==> src/rtl/bopomofo_syllable_boundary_marker_top_assert.svh <==
// Assertion macros used by the syllable boundary marker core.
`ifndef BOPOMOFO_SYLLABLE_BOUNDARY_MARKER_TOP_ASSERT_SVH
`define BOPOMOFO_SYLLABLE_BOUNDARY_MARKER_TOP_ASSERT_SVH

// Same-cycle implication, checked on every rising edge outside reset.
`define BSBM_ASSERT_NOW(lbl, ante, cons, msg) \
    lbl: assert property (@(posedge clk) disable iff (!rst_n) (ante) |-> (cons)) \
        else $error(msg);

// Next-cycle implication, checked on every rising edge outside reset.
`define BSBM_ASSERT_NEXT(lbl, ante, cons, msg) \
    lbl: assert property (@(posedge clk) disable iff (!rst_n) (ante) |=> (cons)) \
        else $error(msg);

`endif

==> src/rtl/bsbm_pkg.sv <==
// Package with types, constants and the classifier for the syllable boundary marker.
`timescale 1ns / 1ps

package bsbm_pkg;

    // Field widths of the stream words.
    localparam int BYTE_W      = 8;
    localparam int CP_W        = 21;
    localparam int CLASS_W     = 3;
    localparam int INDEX_W     = 6;
    localparam int ERR_W       = 2;
    localparam int OUT_TDATA_W = 40;
    localparam int OUT_PAD_W   = OUT_TDATA_W - CP_W - CLASS_W - 1 - INDEX_W - ERR_W;

    // Default limit on code points per query.
    localparam int MAX_CODEPOINTS_DEF = 64;

    // Bopomofo ranges and tone marks.
    localparam logic [CP_W-1:0] INITIAL_LO = 21'h003105;
    localparam logic [CP_W-1:0] INITIAL_HI = 21'h003119;
    localparam logic [CP_W-1:0] MEDIAL_LO  = 21'h003127;
    localparam logic [CP_W-1:0] MEDIAL_HI  = 21'h003129;
    localparam logic [CP_W-1:0] FINAL_LO   = 21'h00311A;
    localparam logic [CP_W-1:0] FINAL_HI   = 21'h003126;
    localparam logic [CP_W-1:0] TONE_1     = 21'h0002C9;
    localparam logic [CP_W-1:0] TONE_2     = 21'h0002CA;
    localparam logic [CP_W-1:0] TONE_3     = 21'h0002C7;
    localparam logic [CP_W-1:0] TONE_4     = 21'h0002CB;
    localparam logic [CP_W-1:0] TONE_5     = 21'h0002D9;

    typedef enum logic [CLASS_W-1:0] {
        CLS_INITIAL = 3'd0,
        CLS_MEDIAL  = 3'd1,
        CLS_FINAL   = 3'd2,
        CLS_TONE    = 3'd3,
        CLS_OTHER   = 3'd4
    } char_class_t;

    typedef enum logic [ERR_W-1:0] {
        ERR_NONE     = 2'd0,
        ERR_TRUNC    = 2'd1,
        ERR_OVERFLOW = 2'd2
    } err_t;

    // One input byte as held in the input register.
    typedef struct packed {
        logic [BYTE_W-1:0] query_byte;
        logic              last_byte;
    } in_word_t;

    // Handshake between the input register and the core.
    typedef struct packed {
        logic valid;
        logic take;
    } in_ctrl_t;

    // Class of a completed code point.
    function automatic char_class_t classify(input logic [CP_W-1:0] cp);
        char_class_t cls;
        if (cp inside {[INITIAL_LO:INITIAL_HI]}) begin
            cls = CLS_INITIAL;
        end
        else if (cp inside {[MEDIAL_LO:MEDIAL_HI]}) begin
            cls = CLS_MEDIAL;
        end
        else if (cp inside {[FINAL_LO:FINAL_HI]}) begin
            cls = CLS_FINAL;
        end
        else if (cp inside {TONE_1, TONE_2, TONE_3, TONE_4, TONE_5}) begin
            cls = CLS_TONE;
        end
        else begin
            cls = CLS_OTHER;
        end
        return cls;
    endfunction

endpackage

==> src/rtl/bsbm_in_reg.sv <==
// Input register that holds one query byte until the core takes it.
`timescale 1ns / 1ps

module bsbm_in_reg (
    input  logic                        clk,
    input  logic                        rst_n,
    input  logic                        s_axis_tvalid,
    output logic                        s_axis_tready,
    input  logic [bsbm_pkg::BYTE_W-1:0] s_axis_tdata,   // [7:0] query_byte
    input  logic                        s_axis_tlast,
    input  logic                        take,
    output logic                        valid,
    output bsbm_pkg::in_word_t          word
);

    logic               valid_reg;
    logic               valid_next;
    bsbm_pkg::in_word_t word_reg;

    // A new word enters when the register is empty or drains this cycle.
    assign s_axis_tready = !valid_reg || take;

    always_comb
    begin
        valid_next = (valid_reg && !take) || (s_axis_tvalid && s_axis_tready);
    end

    always_ff @(posedge clk or negedge rst_n)
    begin
        if (!rst_n)
        begin
            valid_reg <= 1'b0;
        end
        else
        begin
            valid_reg <= valid_next;
        end
    end

    // Payload is loaded on accept and needs no reset.
    always_ff @(posedge clk)
    begin
        if (s_axis_tvalid && s_axis_tready)
        begin
            word_reg.query_byte <= s_axis_tdata;
            word_reg.last_byte  <= s_axis_tlast;
        end
    end

    assign valid = valid_reg;
    assign word  = word_reg;

endmodule

==> src/rtl/bsbm_core.sv <==
// Decode state, syllable flags and result register of the boundary marker.
`timescale 1ns / 1ps

`include "bopomofo_syllable_boundary_marker_top_assert.svh"

module bsbm_core #(
    parameter int MAX_CODEPOINTS = bsbm_pkg::MAX_CODEPOINTS_DEF
) (
    input  logic                             clk,
    input  logic                             rst_n,
    input  bsbm_pkg::in_word_t               in_word,
    input  logic                             in_valid,
    output bsbm_pkg::in_ctrl_t               in_ctrl,
    output logic                             out_valid,
    input  logic                             out_ready,
    output logic [bsbm_pkg::CP_W-1:0]        out_code_point,
    output bsbm_pkg::char_class_t            out_char_class,
    output logic                             out_boundary_before,
    output logic [bsbm_pkg::INDEX_W-1:0]     out_cp_index,
    output logic                             out_end_of_query,
    output bsbm_pkg::err_t                   out_error
);

    localparam int CNT_W = $clog2(MAX_CODEPOINTS + 1);
    localparam logic [CNT_W-1:0] CNT_MAX = CNT_W'(MAX_CODEPOINTS);

    // Decode and syllable state.
    logic [1:0]                  bytes_left_reg, bytes_left_next;
    logic [bsbm_pkg::CP_W-1:0]   accum_reg, accum_next;
    logic                        init_flag_reg, init_flag_next;
    logic                        med_flag_reg, med_flag_next;
    logic                        fin_flag_reg, fin_flag_next;
    logic                        pending_reg, pending_next;
    logic [CNT_W-1:0]            cnt_reg, cnt_next;
    logic                        ovf_reg, ovf_next;

    // Result register.
    logic                        out_valid_reg, out_valid_next;
    logic [bsbm_pkg::CP_W-1:0]   cp_reg, cp_next;
    bsbm_pkg::char_class_t       cls_reg, cls_next;
    logic                        bnd_reg, bnd_next;
    logic [bsbm_pkg::INDEX_W-1:0] idx_reg, idx_next;
    logic                        eoq_reg, eoq_next;
    bsbm_pkg::err_t              err_reg, err_next;

    // Working signals for the byte in the input register.
    logic                        take;
    logic [bsbm_pkg::BYTE_W-1:0] b;
    logic                        last;
    logic                        done;
    logic                        err_case;
    logic                        any_flag;
    logic                        starts;
    bsbm_pkg::char_class_t       cls;

    // The byte moves on whenever the result register is free or drains.
    assign take         = in_valid && (!out_valid_reg || out_ready);
    assign in_ctrl.valid = in_valid;
    assign in_ctrl.take  = take;
    assign b    = in_word.query_byte;
    assign last = in_word.last_byte;

    // UTF-8 assembly: lead byte sets the length, continuations add six bits.
    always_comb
    begin
        bytes_left_next = bytes_left_reg;
        accum_next      = accum_reg;
        ovf_next        = ovf_reg;
        done            = 1'b0;
        if (!ovf_reg)
        begin
            if (bytes_left_reg == 2'd0)
            begin
                if (cnt_reg >= CNT_MAX)
                begin
                    ovf_next = 1'b1;
                end
                else if (!b[7])
                begin
                    accum_next = {13'd0, b};
                    done       = 1'b1;
                end
                else if (b[7:5] == 3'b110)
                begin
                    accum_next      = {16'd0, b[4:0]};
                    bytes_left_next = 2'd1;
                end
                else if (b[7:4] == 4'b1110)
                begin
                    accum_next      = {17'd0, b[3:0]};
                    bytes_left_next = 2'd2;
                end
                else if (b[7:3] == 5'b11110)
                begin
                    accum_next      = {18'd0, b[2:0]};
                    bytes_left_next = 2'd3;
                end
                else
                begin
                    accum_next = '0;
                    done       = 1'b1;
                end
            end
            else
            begin
                accum_next      = {accum_reg[14:0], b[5:0]};
                bytes_left_next = bytes_left_reg - 2'd1;
                done            = (bytes_left_reg == 2'd1);
            end
        end
    end

    // Class and syllable start of the completed code point.
    always_comb
    begin
        err_case = last && (ovf_next || (bytes_left_next != 2'd0));
        cls      = bsbm_pkg::classify(accum_next);
        any_flag = init_flag_reg || med_flag_reg || fin_flag_reg;
        case (cls)
            bsbm_pkg::CLS_INITIAL: starts = any_flag;
            bsbm_pkg::CLS_OTHER:   starts = any_flag;
            bsbm_pkg::CLS_MEDIAL:  starts = med_flag_reg || fin_flag_reg;
            bsbm_pkg::CLS_FINAL:   starts = fin_flag_reg;
            default:               starts = 1'b0;
        endcase
    end

    // Flag, count and pending updates; the last byte returns all to reset.
    always_comb
    begin
        init_flag_next = init_flag_reg;
        med_flag_next  = med_flag_reg;
        fin_flag_next  = fin_flag_reg;
        pending_next   = pending_reg;
        cnt_next       = cnt_reg;
        if (done && !err_case)
        begin
            init_flag_next = !starts && init_flag_reg;
            med_flag_next  = !starts && med_flag_reg;
            fin_flag_next  = !starts && fin_flag_reg;
            pending_next   = 1'b0;
            case (cls)
                bsbm_pkg::CLS_INITIAL: init_flag_next = 1'b1;
                bsbm_pkg::CLS_MEDIAL:  med_flag_next  = 1'b1;
                bsbm_pkg::CLS_FINAL:   fin_flag_next  = 1'b1;
                bsbm_pkg::CLS_TONE:
                begin
                    init_flag_next = 1'b0;
                    med_flag_next  = 1'b0;
                    fin_flag_next  = 1'b0;
                    pending_next   = 1'b1;
                end
                default: ;
            endcase
            cnt_next = cnt_reg + CNT_W'(1);
        end
    end

    // Result word and its valid bit.
    always_comb
    begin
        out_valid_next = out_valid_reg && !out_ready;
        cp_next        = cp_reg;
        cls_next       = cls_reg;
        bnd_next       = bnd_reg;
        idx_next       = idx_reg;
        eoq_next       = eoq_reg;
        err_next       = err_reg;
        if (take && (err_case || done))
        begin
            out_valid_next = 1'b1;
            idx_next       = bsbm_pkg::INDEX_W'(cnt_reg);
            eoq_next       = last;
            if (err_case)
            begin
                cp_next  = '0;
                cls_next = bsbm_pkg::CLS_OTHER;
                bnd_next = 1'b0;
                err_next = ovf_next ? bsbm_pkg::ERR_OVERFLOW : bsbm_pkg::ERR_TRUNC;
            end
            else
            begin
                cp_next  = accum_next;
                cls_next = cls;
                bnd_next = starts || pending_reg;
                err_next = bsbm_pkg::ERR_NONE;
            end
        end
    end

    // State registers.
    always_ff @(posedge clk or negedge rst_n)
    begin
        if (!rst_n)
        begin
            bytes_left_reg <= 2'd0;
            accum_reg      <= '0;
            init_flag_reg  <= 1'b0;
            med_flag_reg   <= 1'b0;
            fin_flag_reg   <= 1'b0;
            pending_reg    <= 1'b1;
            cnt_reg        <= '0;
            ovf_reg        <= 1'b0;
            out_valid_reg  <= 1'b0;
        end
        else
        begin
            out_valid_reg <= out_valid_next;
            if (take)
            begin
                if (last)
                begin
                    bytes_left_reg <= 2'd0;
                    accum_reg      <= '0;
                    init_flag_reg  <= 1'b0;
                    med_flag_reg   <= 1'b0;
                    fin_flag_reg   <= 1'b0;
                    pending_reg    <= 1'b1;
                    cnt_reg        <= '0;
                    ovf_reg        <= 1'b0;
                end
                else
                begin
                    bytes_left_reg <= bytes_left_next;
                    accum_reg      <= accum_next;
                    init_flag_reg  <= init_flag_next;
                    med_flag_reg   <= med_flag_next;
                    fin_flag_reg   <= fin_flag_next;
                    pending_reg    <= pending_next;
                    cnt_reg        <= cnt_next;
                    ovf_reg        <= ovf_next;
                end
            end
        end
    end

    // Result payload needs no reset.
    always_ff @(posedge clk)
    begin
        cp_reg  <= cp_next;
        cls_reg <= cls_next;
        bnd_reg <= bnd_next;
        idx_reg <= idx_next;
        eoq_reg <= eoq_next;
        err_reg <= err_next;
    end

    assign out_valid           = out_valid_reg;
    assign out_code_point      = cp_reg;
    assign out_char_class      = cls_reg;
    assign out_boundary_before = bnd_reg;
    assign out_cp_index        = idx_reg;
    assign out_end_of_query    = eoq_reg;
    assign out_error           = err_reg;

    // Checks on the decode state and the result word.
    `BSBM_ASSERT_NOW(a_cnt_limit, 1'b1, cnt_reg <= CNT_MAX, "code point count above limit")
    `BSBM_ASSERT_NOW(a_ovf_no_partial, bytes_left_reg != 2'd0, !ovf_reg, "overflow inside a character")
    `BSBM_ASSERT_NOW(a_err_at_end, out_valid_reg && (err_reg != bsbm_pkg::ERR_NONE), eoq_reg && !bnd_reg, "error word not at end of query")
    `BSBM_ASSERT_NEXT(a_end_resets, take && last, (cnt_reg == '0) && pending_reg && !ovf_reg && (bytes_left_reg == 2'd0), "state not cleared after last byte")

endmodule

==> src/rtl/bopomofo_syllable_boundary_marker_top.sv <==
// Top level of the Bopomofo syllable boundary marker.
//
//  channel   side    contents
//  s_axis    in      tdata[7:0] query_byte, tlast last_byte
//  m_axis    out     tdata code point word, tlast end_of_query
//
// One byte is taken per cycle while m_axis is not stalled; a result passes
// through the input register, then the result register.
// The state update in the core (UTF-8 assembly and syllable flags), done
// for each byte as it is taken, sets this rate.
// Reset is asynchronous, active low, and leaves both registers empty.
// A stall on m_axis holds the result and, through the input register,
// backs up s_axis after one more byte.
`timescale 1ns / 1ps

module bopomofo_syllable_boundary_marker_top #(
    parameter int MAX_CODEPOINTS = bsbm_pkg::MAX_CODEPOINTS_DEF
) (
    input  logic                             clk,
    input  logic                             rst_n,
    input  logic                             s_axis_tvalid,
    output logic                             s_axis_tready,
    input  logic [bsbm_pkg::BYTE_W-1:0]      s_axis_tdata,  // [7:0] query_byte
    input  logic                             s_axis_tlast,
    output logic                             m_axis_tvalid,
    input  logic                             m_axis_tready,
    // [20:0] code_point, [23:21] char_class, [24] boundary_before,
    // [30:25] cp_index, [32:31] error, [39:33] zero
    output logic [bsbm_pkg::OUT_TDATA_W-1:0] m_axis_tdata,
    output logic                             m_axis_tlast
);

    bsbm_pkg::in_word_t               in_word;
    bsbm_pkg::in_ctrl_t               in_ctrl;
    logic                             in_valid;
    logic [bsbm_pkg::CP_W-1:0]        code_point;
    bsbm_pkg::char_class_t            char_class;
    logic                             boundary_before;
    logic [bsbm_pkg::INDEX_W-1:0]     cp_index;
    bsbm_pkg::err_t                   error;

    // Input register.
    bsbm_in_reg u_in_reg (
        .clk           (clk),
        .rst_n         (rst_n),
        .s_axis_tvalid (s_axis_tvalid),
        .s_axis_tready (s_axis_tready),
        .s_axis_tdata  (s_axis_tdata),
        .s_axis_tlast  (s_axis_tlast),
        .take          (in_ctrl.take),
        .valid         (in_valid),
        .word          (in_word)
    );

    // Decode, classify and mark boundaries.
    bsbm_core #(
        .MAX_CODEPOINTS (MAX_CODEPOINTS)
    ) u_core (
        .clk                 (clk),
        .rst_n               (rst_n),
        .in_word             (in_word),
        .in_valid            (in_valid),
        .in_ctrl             (in_ctrl),
        .out_valid           (m_axis_tvalid),
        .out_ready           (m_axis_tready),
        .out_code_point      (code_point),
        .out_char_class      (char_class),
        .out_boundary_before (boundary_before),
        .out_cp_index        (cp_index),
        .out_end_of_query    (m_axis_tlast),
        .out_error           (error)
    );

    // Pack the result word, lowest field first.
    assign m_axis_tdata = {{bsbm_pkg::OUT_PAD_W{1'b0}}, error, cp_index, boundary_before,
                           char_class, code_point};

endmodule
==> config.mk <==
export PLATFORM = sky130hd
export DESIGN_NAME = bopomofo_syllable_boundary_marker_top
export DESIGN_NICKNAME = d
export VERILOG_FILES = /design/src/rtl/bsbm_pkg.sv /design/src/rtl/bsbm_in_reg.sv /design/src/rtl/bsbm_core.sv /design/src/rtl/bopomofo_syllable_boundary_marker_top.sv
export VERILOG_INCLUDE_DIRS = /design/src /design/src/rtl
export SDC_FILE = /design/constraint.sdc
export NUM_CORES = 1
export LEC_CHECK = 0
export BUFFER_PORTS_ARGS = -buffer_cell sky130_fd_sc_hd__buf_2
export CAP_MARGIN = 30
export CORE_UTILIZATION = 58
export CTS_CLUSTER_SIZE = 25
export DETAILED_ROUTE_END_ITERATION = 8
export GPL_TIMING_DRIVEN = 0
export PLACE_DENSITY_LB_ADDON = 0.05
export SYNTH_ARGS = -nofsm -noshare
export SYNTH_HDL_FRONTEND = slang
export SYNTH_SLANG_ARGS = --single-unit
==> constraint.sdc <==
create_clock -name clk -period 3.5 [get_ports clk]
set_input_delay 0 -clock clk [delete_from_list [all_inputs] [get_ports clk]]
set_output_delay 0 -clock clk [all_outputs]
set_load 0.01 [all_outputs]
==> results of run 1 <==
[per-layer routing]
| metal | vias to the layer above | global-route usage [%] | part of all wire (%) |
|---|---|---|---|
| met5 | - | 0 | 0 |
| met4 | 0 | 12.4 | 2.5 |
| met3 | 28 | 5.71 | 6.4 |
| met2 | 171 | 48.3 | 48 |
| met1 | 1644 | 38.3 | 43 |
| li1 | 1598 | - | - |
[how the worst max path moves through the flow]
stage,slack (ps),end,startpoint
after floorplan,700,u_core.cnt_reg[5],u_core.ovf_reg
after global placement,90,u_core.cnt_reg[5],u_core.ovf_reg
after detailed placement,540,u_core.cnt_reg[5],u_core.ovf_reg
after CTS,530,u_core.cnt_reg[6],u_core.ovf_reg
after global routing,220,u_core.cnt_reg[6],u_core.ovf_reg
final,510,u_core.cnt_reg[6],u_core.ovf_reg
[cell usage in the layout, fill, tap and decap left out, types with 3 or more instances in the layout]
| master | count |
|---|---|
| clkbuf_1 | 11 |
| dfrtp_1 | 36 |
| o21ai_0 | 27 |
| nand4_1 | 6 |
| buf_2 | 50 |
| clkbuf_8 | 9 |
| o211a_1 | 4 |
| nor3_1 | 9 |
| xor2_1 | 4 |
| and3_1 | 3 |
| conb_1 | 7 |
| buf_6 | 3 |
| or2_2 | 3 |
| nand2_1 | 39 |
| a21oi_1 | 16 |
| buf_4 | 10 |
| o22ai_1 | 5 |
| nor2_1 | 36 |
| dlygate4sd3_1 | 13 |
| a22o_1 | 3 |
| and2_1 | 6 |
| nand3_1 | 8 |
| edfxtp_1 | 43 |
| nor4_1 | 5 |
| a22oi_1 | 21 |
| nand3b_1 | 3 |
| inv_1 | 12 |
| o21ai_1 | 4 |
[cells by family after synthesis]
group / count (synthesis) / share of synthesized area (%)
AO/OA/AOI/OAI: 120 / 22.0
XOR/XNOR: 4 / 0.845
adder cells (fa/ha/maj): 2 / 0.603
buffers and inverters: 37 / 4.86
flip-flops: 80 / 53.5
multiplexers: 2 / 0.603
other: 1 / 0.0904
AND/OR/NAND/NOR: 139 / 17.5
[final cells by class]
type	instances	area (sq um)
multi-input combinational	274	1750
sequential	80	2220
tap	96	120
buffer	25	156
clock buffer	10	128
timing repair buffer	62	398
inverter	12	45.0
clock inverter	6	82.6
fill	526	1970
[power by group]
group	internal (mW)	switching (mW)
logic	0.174	0.283
registers	1.11	0.0759
clock network	0.400	0.329
[stage by stage]
stage	hold WS, ps	setup WS, ps	power, mW
2_1_floorplan	-296	699	1.47
3_3_place_gp	157	92.4	1.62
3_5_place_dp	168	539	1.64
4_1_cts	330	530	2.37
5_1_grt	353	224	2.47
6_report	294	509	2.37
==> impl_metrics.json, run 1 <==
{
  "status": "finished, final reports clean",
  "rsz0062_at_grt": "false",
  "hold_path.class": "in -> async",
  "synth_warnings": 0,
  "netlist_area_sq_um": 4150,
  "core-area_sq_um": 6870,
  "cts_tree": "yes",
  "antenna_found_initial": 0,
  "diodes": 0,
  "r2r_cells": 10,
  "fin_util_pct": 71.3,
  "dp_cells": 536,
  "crit_top_cell": "buf_2",
  "report.final.slew_viol_count": 0,
  "first_pass_iters": 8,
  "cp.arrival_ps": 3270,
  "cts_resized": 0,
  "synthDistinctLibCells": 79,
  "period_needed_ps": 2990,
  "hold_viol": 0,
  "tightestPinTransition_ps": 865,
  "cts_root_buf": "clkbuf_8",
  "drive_gt1_share_pct": 23.0,
  "cts_made_buffers": 9,
  "cellLeakagePower_nw": 2.02,
  "timing.rr.end": "u_core.cnt_reg[6]",
  "power_density_nw_per_um2": 484,
  "cp-end-kind": "register",
  "maxCapViolCount": 0,
  "first_global_vias": 3286,
  "initial_core_util_pct": 60.4,
  "routed_wl_um": 10100,
  "slew_headroom_pct": 42.3,
  "synth_seq_cells": 80,
  "grt_pass1_wl_um": 16400,
  "worstPathRequired_ps": 3780,
  "yosysTopAreaCell": "edfxtp_1",
  "max_freq_ghz": 0.334,
  "dp_hpwl_um": 7040,
  "cts_buffer_depth": 2,
  "synth_edf_count": 43,
  "synth.most_common_cell": "edfxtp_1",
  "start_kind": "register",
  "gp_congestion": 0.938,
  "post_cts_buffers": 0,
  "yosysSeqAreaShare_pct": 53.5,
  "cts_sinks": 80,
  "ir_drop_mv": 0.425,
  "crit_buf_inv": 3,
  "die_area_sq_um": 7490,
  "hold_buffers": 13,
  "clock_skew_ps": 8.46,
  "detail-route-antenna-nets": 0,
  "path_cells": "buf_2 -> buf_2 -> nor2_1 -> o21a_1 -> o21ai_0 -> inv_1 -> nand4_1 -> or2_2 -> xor2_1 -> a21oi_1",
  "synth_top_area_share_pct": 31.1,
  "dr_total_vias": 3441,
  "grt_remaining_overflow": 0,
  "rows": 30,
  "die_w_um": 86.6,
  "synth_ff_type": "edfxtp_1",
  "final_cells": 565,
  "viasPerCell": 6.09,
  "setup_viol": 0,
  "path_class": "reg -> reg",
  "io_buffer_count": 48,
  "crit_cells": 10,
  "ys_async_sr_fraction_pct": 46.3,
  "cp_max_fo": 20,
  "tns_ps": 0,
  "track_usage_pct": 29.4,
  "critPathMaxStageDelay_ps": 630,
  "synth_common_cells": "edfxtp_1 (43), nand2_1 (39), dfrtp_1 (36), nor2_1 (36), o21ai_0 (27)",
  "place_area_sq_um": 4560,
  "path_delay_family": "buffers and inverters",
  "grt_max_degree": 38,
  "die_h_um": 86.6,
  "io_pins": 56,
  "drc": 0,
  "clk_latency_ps": 350,
  "area_growth_pct": 18.1,
  "ys_top_cells_by_area": "edfxtp_1 (31%), dfrtp_1 (22%), a22oi_1 (3.8%), nand2_1 (3.5%), nor2_1 (3.3%)",
  "post_drt_wl_per_cell_um": 18.0,
  "clk_pin_slew_ps": 80,
  "nets": 479,
  "netlist_instances": 385,
  "avgSynthCellArea_sq_um": 10.8,
  "fin_area_sq_um": 4900,
  "cpMaxStageDelayCell": "inv_1",
  "min_period_over_period_pct": 85.5,
  "htreeDepth": 3,
  "worstReg2RegStart": "u_core.ovf_reg",
  "rrSetupSlack_ps": 510,
  "drt_iter0_markers": 270
}
Power figures use the tool's default switching activity.
==> run 2: changes to the inputs <==
--- a/config.mk
+++ b/config.mk
@@ -8,7 +8,9 @@
 export LEC_CHECK = 0
 export BUFFER_PORTS_ARGS = -buffer_cell sky130_fd_sc_hd__buf_2
 export CAP_MARGIN = 30
-export CORE_UTILIZATION = 58
+export CORE_MARGIN = 2
+export CORE_UTILIZATION = 60
+export CTS_BUF_LIST = sky130_fd_sc_hd__clkbuf_4 sky130_fd_sc_hd__clkbuf_8
 export CTS_CLUSTER_SIZE = 25
 export DETAILED_ROUTE_END_ITERATION = 8
 export GPL_TIMING_DRIVEN = 0
==> run 2 against run 1 <==
Against the previous run:
- count of clock-buffer cells in the layout rose by 1
- fmax up 1.1%
- die area is 1.3% higher
- hold slack improved by 11 ps
- sequential power barely moved
- clock power is 4.5% higher
- cell area is 0.18% lower
- first-iteration DRC count shrank 5.6%
- final cell count shrank 2.8%
- worst setup slack improved by 32 ps
- power increased by 1.1%
- critical path type unchanged
- critical endpoint is now u_core.cnt_reg[5]
- largest cell class unchanged
- highest routed layer unchanged
==> impl_metrics.json, run 2 (synthesis results as in run 1) <==
{
  "status": "finished, final reports clean",
  "grt_remaining_overflow": 0,
  "report.final.slew_viol_count": 0,
  "max_freq_ghz": 0.338,
  "detail-route-antenna-nets": 0,
  "setup_viol": 0,
  "period_needed_ps": 2960,
  "first_pass_iters": 5,
  "critPathMaxStageDelay_ps": 630,
  "cts_tree": "yes",
  "clock_skew_ps": 14.1,
  "endpoint": "u_core.cnt_reg[5]",
  "routed_wl_um": 10300,
  "crit_top_cell": "buf_2",
  "die_w_um": 87.1,
  "dp_hpwl_um": 6930,
  "cp.arrival_ps": 3240,
  "cts_root_buf": "clkbuf_8",
  "viasPerCell": 6.28,
  "cts_made_buffers": 9,
  "slew_headroom_pct": 41.4,
  "r2r_cells": 10,
  "die_h_um": 87.1,
  "diodes": 0,
  "track_usage_pct": 28.8,
  "worstReg2RegStart": "u_core.ovf_reg",
  "layout_commonest_cell": "buf_2",
  "io_pins": 56,
  "cellLeakagePower_nw": 2.02,
  "timing.rr.end": "u_core.cnt_reg[5]",
  "die_area_sq_um": 7590,
  "path_cells": "buf_2 -> buf_2 -> nor2_1 -> o21a_1 -> o21ai_0 -> inv_1 -> nand4_1 -> or2_2 -> xor2_1 -> a21oi_1",
  "core-area_sq_um": 6760,
  "cp-end-kind": "register",
  "clkPwrFrac_pct": 31.7,
  "hold_ws_ps": 304,
  "start_kind": "register",
  "final_cell_mix": "buf_2 (50), edfxtp_1 (43), nand2_1 (39), nor2_1 (36), dfrtp_1 (36)",
  "drc": 0,
  "first_global_vias": 3220,
  "rows": 30,
  "cts_buffer_depth": 2,
  "grt_max_degree": 38,
  "maxCapViolCount": 0,
  "post_drt_wl_per_cell_um": 18.8,
  "seq_power_share_pct": 49.4,
  "clk_latency_ps": 350,
  "hold_viol": 0,
  "grt_pass1_wl_um": 16600,
  "clk_pin_slew_ps": 90,
  "dr_total_vias": 3450,
  "p_switching_mw": 0.694,
  "dp_slack_ps": 522,
  "cpMaxStageDelayCell": "inv_1",
  "htreeDepth": 3,
  "io_buffer_count": 48,
  "fin_ws_ps": 541,
  "rsz0062_at_grt": "false",
  "crit_start": "u_core.ovf_reg",
  "path_class": "reg -> reg",
  "drt_iter0_markers": 255,
  "cts_sinks": 80,
  "ir_drop_mv": 0.363,
  "initial_core_util_pct": 61.4,
  "rrSetupSlack_ps": 540,
  "worstPathRequired_ps": 3780,
  "area_growth_pct": 17.9,
  "antenna_found_initial": 0,
  "nets": 479,
  "swShare_pct": 29.0,
  "intPower_mw": 1.70,
  "hold_path.class": "in -> async",
  "power_density_nw_per_um2": 491,
  "cp_max_fo": 20,
  "tightestPinTransition_ps": 878,
  "tns_ps": 0,
  "drive_gt1_share_pct": 23.5,
  "p_comb_share_pct": 18.9,
  "gp_congestion": 0.970,
  "min_period_over_period_pct": 84.5
}
==> run 2: cell count changes in the layout (fill, tap and decap cells not counted) <==
cell	delta
clkbuf_1	-1
clkbuf_4	+2
clkinv_1	-1
clkinv_2	-2
clkinv_4	+1
clkinvlp_4	+1
inv_4	+1
inv_6	-1
==> run 2: timing repair <==
item	4_1_cts	5_1_grt
endpoints found under the hold margin	47	0
setup buffers	0	0
gates resized for setup	0	0
hold buffers	13	0
==> run 2: critical path: cells and delay by family (launching register included) <==
kind | cells | cell delay [ps]
AOI/OAI and AO/OA | 3 | 500
DFF | 1 | 430
xor gates and xnor gates | 1 | 140
buffers and inverters | 3 | 1070
and+or+nand+nor | 3 | 750
==> run 2: how the worst min path moves through the flow <==
| stage | startpoint | end | slack [ps] | cells past startpoint |
|---|---|---|---|---|
| 6_report | rst_n | u_core.fin_flag_reg | 300 | 2 |
| 3_5_place_dp | rst_n | u_core.cnt_reg[1] | 170 | 1 |
| 3_3_place_gp | rst_n | u_core.cnt_reg[0] | 160 | 1 |
| 4_1_cts | rst_n | u_core.accum_reg[14] | 330 | 2 |
| 5_1_grt | s_axis_tdata[5] | u_in_reg.word[6] | 360 | 2 |
| 2_1_floorplan | rst_n | u_core.accum_reg[0] | -300 | 0 |
==> run 2: power by group through the flow <==
stage          clock (mW)  combinational [mW]  sequential [mW]
3_5_place_dp            0               0.438             1.20
5_1_grt             0.802               0.501             1.20
6_report            0.761               0.452             1.18
4_1_cts             0.759               0.450             1.18
3_3_place_gp            0               0.417             1.20
2_1_floorplan           0               0.258             1.21
==> run 2: area by class of cell <==
class / instances / area, sq um
multi-input cells: 274 / 1750
well taps: 80 / 100
flip-flops and latches: 80 / 2220
clock inverters: 5 / 82.6
repair buffers: 62 / 398
fillers: 528 / 1870
plain buffers: 25 / 156
clock buffers: 11 / 139
inverters: 12 / 45.0
==> run 2: stage by stage <==
step	power (mW)	utilization [%]	area, sq um	instances
2_1_floorplan	1.47	-	4170	391
3_3_place_gp	1.62	66.8	4510	519
3_5_place_dp	1.64	67.2	4540	520
4_1_cts	2.39	72.4	4890	549
5_1_grt	2.50	72.4	4890	549
6_report	2.40	72.4	4890	549
==> run 2: layer usage <==
layer / wire length (um) / GRT usage [%]
met1: 4400 / 38.3
met2: 4940 / 45.7
met3: 700 / 5.97
met5: 0 / 0
met4: 267 / 12.6
